### src/rtl/srclex_pkg.sv
package srclex_pkg;

  localparam int NKEYS = 20;

  localparam logic [5:0] KIND_EOF     = 6'd0;
  localparam logic [5:0] KIND_ERROR   = 6'd1;
  localparam logic [5:0] KIND_STRING  = 6'd2;
  localparam logic [5:0] KIND_NUMBER  = 6'd3;
  localparam logic [5:0] KIND_IDENT   = 6'd4;
  localparam logic [5:0] KIND_KW_BASE = 6'd5;
  localparam logic [5:0] KIND_PLUS    = 6'd25;
  localparam logic [5:0] KIND_MINUS   = 6'd27;
  localparam logic [5:0] KIND_STAR    = 6'd29;
  localparam logic [5:0] KIND_POW     = 6'd31;
  localparam logic [5:0] KIND_POW_EQ  = 6'd32;
  localparam logic [5:0] KIND_SLASH   = 6'd33;
  localparam logic [5:0] KIND_PERCENT = 6'd35;
  localparam logic [5:0] KIND_ASSIGN  = 6'd37;
  localparam logic [5:0] KIND_ARROW   = 6'd39;
  localparam logic [5:0] KIND_BANG    = 6'd40;
  localparam logic [5:0] KIND_LT      = 6'd42;
  localparam logic [5:0] KIND_GT      = 6'd44;
  localparam logic [5:0] KIND_SEMI    = 6'd46;
  localparam logic [5:0] KIND_COLON   = 6'd47;
  localparam logic [5:0] KIND_COMMA   = 6'd48;
  localparam logic [5:0] KIND_LPAREN  = 6'd49;
  localparam logic [5:0] KIND_RPAREN  = 6'd50;
  localparam logic [5:0] KIND_LBRACE  = 6'd51;
  localparam logic [5:0] KIND_RBRACE  = 6'd52;
  localparam logic [5:0] KIND_DOT     = 6'd53;
  localparam logic [5:0] KIND_QUEST   = 6'd54;

  // keyword text, right justified, first char in the highest used byte
  localparam logic [63:0] KW_TEXT [NKEYS] = '{
    "put", "putln", "var", "const", "if", "elseif", "else", "for",
    "continue", "break", "fn", "return", "struct", "make", "this",
    "extends", "super", "and", "or", "xor"
  };

  localparam logic [3:0] KW_LEN [NKEYS] = '{
    4'd3, 4'd5, 4'd3, 4'd5, 4'd2, 4'd6, 4'd4, 4'd3, 4'd8, 4'd5,
    4'd2, 4'd6, 4'd6, 4'd4, 4'd4, 4'd7, 4'd5, 4'd3, 4'd2, 4'd3
  };

  typedef struct packed {
    logic [5:0]  kind;
    logic [31:0] start;
    logic [15:0] len;
    logic [15:0] line;
    logic        fin;
  } tok_t;

endpackage

### src/rtl/source_lexer.sv
// channel  signals                                       direction
// in       in_valid in_stall ch end_of_source            source bytes, one per beat
// out      out_valid out_stall token_kind token_start    tokens, one per beat
//          token_length token_line is_final
//
// one source byte is taken per cycle while in_stall is low; the scan state updates in the same cycle
// a byte gives at most two tokens, which enter a four entry output queue
// in_stall rises while fewer than two queue entries are free
// rst is synchronous and returns the scan to offset 0, line 1
module source_lexer import srclex_pkg::*; #(
  parameter int OFFSET_BITS = 32,
  parameter longint unsigned MAX_TOKEN_LENGTH = 65535,
  parameter int LINE_BITS = 16
) (
  input  logic        clk,
  input  logic        rst,
  input  logic        in_valid,
  output logic        in_stall,
  input  logic [7:0]  ch,
  input  logic        end_of_source,
  output logic        out_valid,
  input  logic        out_stall,
  output logic [5:0]  token_kind,
  output logic [31:0] token_start,
  output logic [15:0] token_length,
  output logic [15:0] token_line,
  output logic        is_final
);

  localparam int LEN_BITS = $clog2(MAX_TOKEN_LENGTH + 64'd1);
  localparam logic [LEN_BITS-1:0] LEN_MAX = LEN_BITS'(MAX_TOKEN_LENGTH);

  typedef enum logic [2:0] {
    MODE_IDLE, MODE_STRING, MODE_NUMBER, MODE_IDENT, MODE_OP, MODE_COMMENT
  } mode_t;

  mode_t                  mode, mode_next;
  logic                   la2, la2_next;
  logic [7:0]             pend, pend_next;
  logic [OFFSET_BITS-1:0] tbeg, tbeg_next;
  logic [LEN_BITS-1:0]    tlen, tlen_next;
  logic [LINE_BITS-1:0]   line, line_next;
  logic [LINE_BITS-1:0]   tline, tline_next;
  logic [NKEYS-1:0]       hits, hits_next;
  logic                   dots, dots_next;
  logic [OFFSET_BITS-1:0] off, off_next;
  logic                   cstar, cstar_next;

  tok_t       q [4];
  logic [1:0] wp, rp;
  logic [2:0] count;

  tok_t       toks [2];
  logic [1:0] ntok;
  logic       acc, pop, rescan, eos;

  function automatic tok_t mk(input logic [5:0] kind, input logic [31:0] start,
                              input logic [15:0] len, input logic [15:0] ln,
                              input logic fin);
    tok_t t;
    t.kind = kind;
    t.start = start;
    t.len = len;
    t.line = ln;
    t.fin = fin;
    return t;
  endfunction

  function automatic logic [5:0] op_base(input logic [7:0] c);
    case (c)
      "+": return KIND_PLUS;
      "-": return KIND_MINUS;
      "*": return KIND_STAR;
      "/": return KIND_SLASH;
      "%": return KIND_PERCENT;
      "=": return KIND_ASSIGN;
      "!": return KIND_BANG;
      "<": return KIND_LT;
      ">": return KIND_GT;
      default: return 6'd0;
    endcase
  endfunction

  function automatic logic [5:0] single_op(input logic [7:0] c);
    case (c)
      ";": return KIND_SEMI;
      ":": return KIND_COLON;
      ",": return KIND_COMMA;
      "(": return KIND_LPAREN;
      ")": return KIND_RPAREN;
      "{": return KIND_LBRACE;
      "}": return KIND_RBRACE;
      ".": return KIND_DOT;
      "?": return KIND_QUEST;
      default: return 6'd0;
    endcase
  endfunction

  function automatic logic is_digit(input logic [7:0] c);
    return c >= "0" && c <= "9";
  endfunction

  function automatic logic is_alpha(input logic [7:0] c);
    return (c >= "A" && c <= "Z") || (c >= "a" && c <= "z") || c == "_";
  endfunction

  function automatic logic [NKEYS-1:0] kw_mask(input logic [NKEYS-1:0] h,
                                              input logic [LEN_BITS-1:0] p,
                                              input logic [7:0] c);
    logic [NKEYS-1:0] r;
    logic [2:0] idx;
    r = h;
    for (int k = 0; k < NKEYS; k++) begin
      idx = 3'(KW_LEN[k] - 4'(p[2:0]) - 4'd1);
      if (p >= LEN_BITS'(KW_LEN[k]) || KW_TEXT[k][{idx, 3'b000} +: 8] != c) begin
        r[k] = 1'b0;
      end
    end
    return r;
  endfunction

  function automatic logic [5:0] ident_kind(input logic [NKEYS-1:0] h,
                                           input logic [LEN_BITS-1:0] n);
    logic [5:0] kind;
    kind = KIND_IDENT;
    for (int k = 0; k < NKEYS; k++) begin
      if (h[k] && n == LEN_BITS'(KW_LEN[k])) begin
        kind = 6'(KIND_KW_BASE + 6'(k));
      end
    end
    return kind;
  endfunction

  assign in_stall = count > 3'd2;
  assign acc = in_valid && !in_stall;
  assign out_valid = count != 3'd0;
  assign pop = out_valid && !out_stall;
  assign eos = end_of_source || ch == 8'd0;

  always_comb begin
    mode_next = mode;
    la2_next = la2;
    pend_next = pend;
    tbeg_next = tbeg;
    tlen_next = tlen;
    line_next = line;
    tline_next = tline;
    hits_next = hits;
    dots_next = dots;
    off_next = off + OFFSET_BITS'(1);
    cstar_next = cstar;
    toks[0] = '0;
    toks[1] = '0;
    ntok = 2'd0;
    rescan = 1'b0;
    if (eos) begin
      case (mode)
        MODE_STRING: begin
          toks[ntok[0]] = mk(KIND_ERROR, 32'(tbeg), 16'd0, 16'(tline), 1'b0);
          ntok = ntok + 2'd1;
        end
        MODE_NUMBER: begin
          toks[ntok[0]] = mk(KIND_NUMBER, 32'(tbeg), 16'(tlen), 16'(tline), 1'b0);
          ntok = ntok + 2'd1;
        end
        MODE_IDENT: begin
          toks[ntok[0]] = mk(ident_kind(hits, tlen), 32'(tbeg), 16'(tlen),
                             16'(tline), 1'b0);
          ntok = ntok + 2'd1;
        end
        MODE_OP: begin
          if (la2) begin
            toks[ntok[0]] = mk(KIND_POW, 32'(tbeg), 16'd2, 16'(tline), 1'b0);
          end else begin
            toks[ntok[0]] = mk(op_base(pend), 32'(tbeg), 16'd1, 16'(tline), 1'b0);
          end
          ntok = ntok + 2'd1;
        end
        default: ;
      endcase
      toks[ntok[0]] = mk(KIND_EOF, 32'(off), 16'd0, 16'(line), 1'b1);
      ntok = ntok + 2'd1;
      mode_next = MODE_IDLE;
      la2_next = 1'b0;
      pend_next = 8'd0;
      tbeg_next = '0;
      tlen_next = '0;
      line_next = LINE_BITS'(1);
      tline_next = LINE_BITS'(1);
      hits_next = '1;
      dots_next = 1'b0;
      off_next = '0;
      cstar_next = 1'b0;
    end else begin
      case (mode)
        MODE_STRING: begin
          if (ch == "\"") begin
            toks[ntok[0]] = mk(KIND_STRING, 32'(tbeg), 16'(tlen), 16'(tline), 1'b0);
            ntok = ntok + 2'd1;
            mode_next = MODE_IDLE;
          end else begin
            if (ch == "\n" && line != '1) line_next = line + LINE_BITS'(1);
            if (tlen != LEN_MAX) tlen_next = tlen + LEN_BITS'(1);
          end
        end
        MODE_COMMENT: begin
          if (cstar && ch == "/") begin
            cstar_next = 1'b0;
            mode_next = MODE_IDLE;
          end else begin
            cstar_next = ch == "*";
            if (ch == "\n" && line != '1) line_next = line + LINE_BITS'(1);
          end
        end
        MODE_NUMBER: begin
          if (is_digit(ch)) begin
            if (tlen != LEN_MAX) tlen_next = tlen + LEN_BITS'(1);
          end else if (ch == "." && !dots) begin
            dots_next = 1'b1;
            if (tlen != LEN_MAX) tlen_next = tlen + LEN_BITS'(1);
          end else begin
            toks[ntok[0]] = mk(KIND_NUMBER, 32'(tbeg), 16'(tlen), 16'(tline), 1'b0);
            ntok = ntok + 2'd1;
            mode_next = MODE_IDLE;
            rescan = 1'b1;
          end
        end
        MODE_IDENT: begin
          if (is_alpha(ch) || is_digit(ch)) begin
            hits_next = kw_mask(hits, tlen, ch);
            if (tlen != LEN_MAX) tlen_next = tlen + LEN_BITS'(1);
          end else begin
            toks[ntok[0]] = mk(ident_kind(hits, tlen), 32'(tbeg), 16'(tlen),
                               16'(tline), 1'b0);
            ntok = ntok + 2'd1;
            mode_next = MODE_IDLE;
            rescan = 1'b1;
          end
        end
        MODE_OP: begin
          if (la2) begin
            la2_next = 1'b0;
            mode_next = MODE_IDLE;
            if (ch == "=") begin
              toks[ntok[0]] = mk(KIND_POW_EQ, 32'(tbeg), 16'd3, 16'(tline), 1'b0);
            end else begin
              toks[ntok[0]] = mk(KIND_POW, 32'(tbeg), 16'd2, 16'(tline), 1'b0);
              rescan = 1'b1;
            end
            ntok = ntok + 2'd1;
          end else if (pend == "/" && ch == "*") begin
            cstar_next = 1'b0;
            mode_next = MODE_COMMENT;
          end else if (pend == "*" && ch == "*") begin
            la2_next = 1'b1;
          end else begin
            mode_next = MODE_IDLE;
            if (ch == "=") begin
              toks[ntok[0]] = mk(op_base(pend) + 6'd1, 32'(tbeg), 16'd2,
                                 16'(tline), 1'b0);
            end else if (pend == "=" && ch == ">") begin
              toks[ntok[0]] = mk(KIND_ARROW, 32'(tbeg), 16'd2, 16'(tline), 1'b0);
            end else begin
              toks[ntok[0]] = mk(op_base(pend), 32'(tbeg), 16'd1, 16'(tline), 1'b0);
              rescan = 1'b1;
            end
            ntok = ntok + 2'd1;
          end
        end
        default: begin
          mode_next = MODE_IDLE;
          rescan = 1'b1;
        end
      endcase
      if (rescan) begin
        if (ch == "\"") begin
          tbeg_next = off + OFFSET_BITS'(1);
          tlen_next = '0;
          tline_next = line;
          mode_next = MODE_STRING;
        end else if (is_digit(ch)) begin
          tbeg_next = off;
          tlen_next = LEN_BITS'(1);
          tline_next = line;
          dots_next = 1'b0;
          mode_next = MODE_NUMBER;
        end else if (is_alpha(ch)) begin
          tbeg_next = off;
          tlen_next = LEN_BITS'(1);
          tline_next = line;
          hits_next = kw_mask('1, '0, ch);
          mode_next = MODE_IDENT;
        end else if (op_base(ch) != 6'd0) begin
          tbeg_next = off;
          tlen_next = '0;
          tline_next = line;
          pend_next = ch;
          la2_next = 1'b0;
          mode_next = MODE_OP;
        end else if (single_op(ch) != 6'd0) begin
          toks[ntok[0]] = mk(single_op(ch), 32'(off), 16'd1, 16'(line), 1'b0);
          ntok = ntok + 2'd1;
        end else if (ch == "\n" && line != '1) begin
          line_next = line + LINE_BITS'(1);
        end
      end
    end
  end

  always_ff @(posedge clk) begin
    if (rst) begin
      mode <= MODE_IDLE;
      la2 <= 1'b0;
      pend <= 8'd0;
      tbeg <= '0;
      tlen <= '0;
      line <= LINE_BITS'(1);
      tline <= LINE_BITS'(1);
      hits <= '1;
      dots <= 1'b0;
      off <= '0;
      cstar <= 1'b0;
      wp <= 2'd0;
      rp <= 2'd0;
      count <= 3'd0;
    end else begin
      if (acc) begin
        mode <= mode_next;
        la2 <= la2_next;
        pend <= pend_next;
        tbeg <= tbeg_next;
        tlen <= tlen_next;
        line <= line_next;
        tline <= tline_next;
        hits <= hits_next;
        dots <= dots_next;
        off <= off_next;
        cstar <= cstar_next;
        wp <= wp + ntok;
      end
      if (pop) rp <= rp + 2'd1;
      count <= count + (acc ? {1'b0, ntok} : 3'd0) - {2'b00, pop};
    end
  end

  always_ff @(posedge clk) begin
    if (acc) begin
      if (ntok != 2'd0) q[wp] <= toks[0];
      if (ntok == 2'd2) q[wp + 2'd1] <= toks[1];
    end
  end

  assign token_kind = q[rp].kind;
  assign token_start = q[rp].start;
  assign token_length = q[rp].len;
  assign token_line = q[rp].line;
  assign is_final = q[rp].fin;

endmodule
### config.mk
export PLATFORM = sky130hd
export DESIGN_NAME = source_lexer
export DESIGN_NICKNAME = d
export VERILOG_FILES = /design/src/rtl/srclex_pkg.sv /design/src/rtl/source_lexer.sv
export SDC_FILE = /design/constraint.sdc
export NUM_CORES = 1
export LEC_CHECK = 0
export ABC_AREA = 1
export BUFFER_PORTS_ARGS = -buffer_cell sky130_fd_sc_hd__buf_2
export CAP_MARGIN = 20
export CORE_ASPECT_RATIO = 1.5
export CORE_UTILIZATION = 40
export DETAILED_ROUTE_END_ITERATION = 6
export PLACE_DENSITY_LB_ADDON = 0.3
export SYNTH_ARGS = -nofsm -noshare
export SYNTH_HDL_FRONTEND = slang
export SYNTH_SLANG_ARGS = --single-unit
### constraint.sdc
create_clock -name clk -period 5.85 [get_ports clk]
set_clock_uncertainty 0.1 [all_clocks]
set_input_delay 0.2925 -clock clk [delete_from_list [all_inputs] [get_ports clk]]
set_output_delay 0.2925 -clock clk [all_outputs]
set_load 0.05 [all_outputs]
### After elaboration in Yosys (flattened, before gate mapping)

Memories as Yosys holds them, arrays and structs flattened. A register that Yosys moved wholly into a read port is not among the register bits.
Index checks and enable logic that the tools add are counted.

| storage, ports and cells | value |
|---|---|
| logic and storage cells | 472 |
| register bits after elaboration | 153 |
| RAM bits | 284 |
| input bits | 13 |
| memories kept | 1 |
| output and inout port bits | 73 |

Memories:

| memory | words | bits a word | rd ports | clocked after memory_dff | wr ports | RTL line | text |
|---|---|---|---|---|---|---|---|
| q | 4 | 71 | 1 | 1 | 2 | source_lexer.sv:49 | `tok_t q [4];` |

| operators by class | value |
|---|---|
| order comparisons | 18 |
| mux-type cells | 234 |
| $add $sub $neg | 25 |
| bitwise logic cells | 2 |
| shift-type cells | 20 |
| reduce and logical (&&, ||, !) cells | 74 |
| equality and inequality tests | 84 |

Operators with widths:

| cell | count |
|---|---|
| 64-bit by 7-bit variable part select with 8-bit output, first input constant | 20 |
| 142-bit 2-to-1 mux | 7 |
| 71-bit 2-to-1 mux | 12 |
| 71-bit case mux with 4 select lines | 2 |
| 16-bit 2-to-1 mux | 28 |
| 142-bit bitwise mux | 2 |
| 6-bit 2-to-1 mux | 42 |
| 32-bit 2-to-1 mux | 7 |
| 8-bit by 6-bit equality test with 1-bit output, second input constant | 26 |
| 67-bit 2-to-1 mux | 3 |
| 6-bit case mux with 9 select lines | 3 |
| 8-bit != test | 20 |
| 71-bit demux with 1-bit select | 2 |
| 20-bit 2-to-1 mux | 7 |
| 7-bit by 8-bit != test with 1-bit output, first input constant | 14 |
| 1-bit 2-to-1 mux | 80 |
| 16-bit by 3-bit equality test with 1-bit output, second input constant | 4 |
| 16-bit by 3-bit greater-or-equal comparator with 1-bit output, second input constant | 4 |
| 8-bit 2-to-1 mux | 6 |
| 16-bit case mux with 3 select lines | 1 |
| 3-bit 2-to-1 mux | 14 |
| 1-bit logical AND | 33 |
| 16-bit by 1-bit adder with 16-bit output, second input constant | 2 |
| 32-bit by 1-bit adder with 32-bit output, second input constant | 1 |
| 47 further kinds | 117 |

### Depth between registers and ports, before layout

| depth | value |
|---|---|
| depth in word-level cells | 34 |
| gate-level depth with buffers | 29 |
| mapped depth without buffers | 27 |

### Worst setup path after synthesis

OpenSTA, ideal clock, no wires.

| timing path | value |
|---|---|
| kind | input-to-reg |
| start point | input ch[2] |
| end point | memory q[3][0] (netlist bit), enable pin |
| data required time | 5.319 ns |
| stages on the path | 22 |
| arrival time | 4.454 ns |
| path slack | 0.865 ns |
| setup time | 0.431 ns |
| cells stage by stage | buf_2 -> inv_4 -> nand2_2 -> nor2_2 -> a31oi_1 -> a21oi_2 -> nand2_2 -> nor2_4 -> nand2_2 -> nand2_4 -> nor2_4 -> nand2_2 -> clkbuf_1 -> ha_1 -> nand4_2 -> nand2_2 -> inv_2 -> nor2_8 -> nand3_4 -> buf_6 -> buf_2 -> nand2_1 |

RTL lines:

| element | RTL line | text |
|---|---|---|
| from (decl) | source_lexer.sv:19 | `input logic [7:0] ch,` |
| to (decl) | source_lexer.sv:49 |  |

==> out/summary.md <==
Synthesis inferred 439 register bits. The xor/xnor share of the synthesized area is 2.72%, and the number of hold buffers added after cts is 0. Via count of the first global-routing pass: 23300. The final setup TNS is 0 ps. The worst register-to-register path has a depth of 17. After technology mapping, the gate count stands at 3490. The share of total power dissipated in sequential elements is 39.1%. Dividing the final minimum period by the clock period gives 79.8%. Along the worst path, the maximum fanout reaches 40. The synthesized netlist devotes 21.1% of its cell area to compound gates.

In the layout the commonest cells are nand2_1, o21ai_0, nor2_1, inv_1, edfxtp_1. In this run the vertical extent of the chip is 317 um. The floorplan step defined a core boundary enclosing 65500 um^2. The power spent charging and discharging nets came out at 3.62 mW.

The clock drives 439 sinks. Of the post-synthesis cell area, the part taken by muxes is 0%. After detailed placement, the total cell area comes to 27400 um^2. The clock-pin slew on the worst setup and hold paths works out to 60 ps. Setup repair after global routing left no endpoint under its margin.

Global routing used 25.7% of the available tracks. Net switching is 38.9% of the power. Summing every instance area after synthesis gives 26400 um^2. Main combinational cell family by area after synthesis: simple AND/OR/NAND/NOR gates.

The area growth from synthesis to layout works out to 8.98%. Max-cap violations in this run came to 0. At the end of the flow, the number of nets in the layout was 3481. The largest delay contributor family on the critical path was simple AND/OR/NAND/NOR gates. The share of synthesized cell area in full adder, half adder and majority cells works out to 1.35%.

Fill cell total of the finished layout: 6647. The die is 212 um wide. Entering global routing, the biggest net connects 127 pins.

The routed design could run at a clock period as short as 4670 ps. The post-route worst setup slack was 1180 ps; the count of flip-flops with a built-in enable after synthesis was 284. The count of unresolved DRC violations after routing is 0. Kind of end point of the critical path: a flop. IR analysis of the VDD net gives a maximum drop of 0.239 mV. CTS built an H-tree with a depth of 2. The proportion of synthesized flip-flops having asynchronous set or reset was 0%.

Clock tree synthesis inserted a total of 43 buffers. Counting instances, the worst hold path has a depth of 4. Final antenna diode count: 0. The flow ran to the end, and the final reports show no timing, DRC or antenna violations. Combinational logic burns 31.1% of the power.

The wire-length estimate of the detail-placed layout is 57200 um. The floorplan step defined a die boundary enclosing 67100 um^2. The first routing iteration left 2099 violations.

The library cell used most frequently in the layout, excluding fill and tap cells, is nand2_1. The number of warnings issued by yosys is 0, and the internal power of the cells is 5.68 mW. Initial antenna violation count: 1.

After synthesis, the mean cell area works out to 7.57 um^2. At the later pin of the worst-skew pair, clock insertion delay measures 570 ps. After synthesis, flip-flops and latches occupy 44.0% of the total area. For the cell area after layout, the log shows 28800 um^2. The min-delay analysis places its worst path in the category input port to flop.

The final max-slew violation count came out at 0. The classification of the worst setup path was flop to flop. The number of setup buffers added after CTS is 0.

The buffer levels on the longest clock path is 3. The worst stage delay on the critical path works out to 670 ps. The most common flop cell mapped by yosys is edfxtp_1.

The signal on the critical path passes through inv_1, nand3_1, nor2_1, inv_1, nor3_1, nand2_1, nand2_1, inv_1, o21ai_1, nand2_2, ha_1, nand3_1, nand3_1, nand2_4, nand3_4, nand2_4, buf_4. For the total number of vias, the log shows 24600. The logs give 0 for the number of setup violations in the final report and 0 for the residual overflow from global routing. The floorplan has 115 rows.

The simple-gate share of the synthesized area came out at 22.0%. Startpoint type of the worst setup path: a flop. The cell sitting at the root of the clock tree is a clkbuf_16. In this run the number of cells on the critical path is 17. The logs give 0 for the number of endpoints with negative hold slack in the final report and 214 MHz for the highest clock frequency the design can meet. For this run, the detailed router's first-pass iteration total came to 6. TritonCTS built the clock tree. Measured against its own limit, the worst slew margin works out to 17.3%.

The buffer and inverter count on the worst path was 4; the number of distinct library cell variants in the gate-level netlist after synthesis was 60. The post-cts repair resize count came out at 0. The transition time at the pin with the least slew margin came out at 1240 ps. The slowest stage of the critical path is the nand2_4 cell. For the starting density of the core, the log shows 40.4%. For the worst setup path, the data arrival time is 4820 ps. The average vias per placed instance came out at 5.66. The portion of total power attributed to the clock network was 29.9%; the leakage power of the design was 10.4 nW. In this run the tool buffered the top-level ports with 85 buffer cells. The placement-stage worst setup slack is 752 ps. Final hold analysis gives a worst-case slack of 63.0 ps. The logs give 133000 um for the wire length of the first global-routing pass and 86 for the boundary pin count.

The detail route stage leaves a number of antenna-violating nets equal to 0. The average wire length per cell after detail routing is 20.0 um. Cells with a size suffix above 1 make up 8.12% of the layout.

For the post-synthesis net count, the log shows 3531. Dividing total power by cell area gives a power density of 323 nW/um^2. The required time at the worst-slack endpoint came out at 6000 ps. For this block, the routed nets add up to 87100 um of wire.

At the end of routability-driven placement, the weighted congestion stood at 0.968.
==> stage by stage <==
stage / std cells / power (mW) / util (%)
floorplan: 3490 / 5.73 / -
global placement: 4271 / 6.57 / 41.9
detailed placement: 4271 / 6.58 / 41.9
CTS: 4351 / 9.34 / 44.0
global route: 4352 / 9.69 / 44.0
finish: 4352 / 9.31 / 44.0
==> path summary, 6_finish.rpt <==
kind | from | end | slack (ps)
max | pend[7] | q[1][52] | 1180
min | out_stall | flop | 60
max reg2reg | pend[7] | q[1][52] | 1180
min reg2reg | tbeg[17] | tbeg[17] | 350
==> cell type report <==
class                   count  area (um^2)  share of cell area (%)
multi-input cells        2477        12500                    43.5
flip-flops and latches    439        11600                    40.4
inverters                 345         1300                    4.52
clock buffers              53         1150                    4.01
well taps                 877         1100                    3.81
repair buffers            134          862                    2.99
clock inverters            27          224                   0.778
==> sequential cells by signal (all words and copies together), names as in the netlist, named ones only <==
| name | flops |
|---|---|
| off | 32 |
| q | 284 |
| wp | 2 |
| hits | 20 |
| dots | 1 |
| tbeg | 32 |
| cstar | 1 |
| count | 3 |
| line | 16 |
| pend | 8 |
| mode | 3 |
| tline | 16 |
| rp | 2 |
| la2 | 1 |
| tlen | 16 |
==> kinds of logic (layout without fill, tap and decap cells) <==
family                   count (synthesis)  count (layout)
AO/OA/AOI/OAI                          971             971
flip-flops                             439             439
adder cells (fa/ha/maj)                 28              28
XOR/XNOR                                82              82
AND/OR/NAND/NOR                       1396            1396
buffers and inverters                  574             559
==> cell usage after synthesis, drive strengths merged, types with 11 or more instances <==
cell type | count | area share, %
o211ai | 39 | 1.1
dfxtp | 155 | 12
o211a | 11 | 0.42
o32ai | 11 | 0.36
inv | 339 | 4.8
o22ai | 119 | 2.8
a31oi | 17 | 0.40
o221ai | 28 | 0.93
buf | 63 | 1.5
nor2 | 355 | 5.4
xor2 | 73 | 2.4
nand3 | 88 | 1.9
nor4 | 17 | 0.40
o21ai | 519 | 10
a22oi | 12 | 0.34
clkbuf | 166 | 2.4
nor3 | 72 | 1.4
a21oi | 157 | 3.0
nand2 | 819 | 12
o31ai | 16 | 0.45
nand4 | 37 | 0.90
edfxtp | 284 | 32
ha | 27 | 1.3
==> layer usage <==
layer	GRT usage, %	vias up	wire, um
met5	0	-	10
met4	12.9	2	4180
met3	2.51	234	5290
met2	46.1	915	43600
met1	30.4	11600	34100
li1	-	11900	-
==> power groups by stage <==
stage               registers, mW  logic [mW]  clock network, mW
floorplan                    3.67        2.07                  0
global placement             3.70        2.87                  0
CTS                          3.63        2.89               2.82
finish                       3.63        2.89               2.78
global route                 3.65        3.09               2.94
detailed placement           3.70        2.88                  0
==> worst reg2reg max path: stages, from the launching register on <==
cell	delay, ps
dfxtp_1	300
inv_1	80
nand3_1	80
nor2_1	170
inv_1	140
nor3_1	250
nand2_1	130
nand2_1	130
inv_1	80
o21ai_1	300
nand2_2	320
ha_1	380
nand3_1	90
nand3_1	120
nand2_4	210
nand3_4	450
nand2_4	680
buf_4	340
Power figures use the tool's default switching activity.
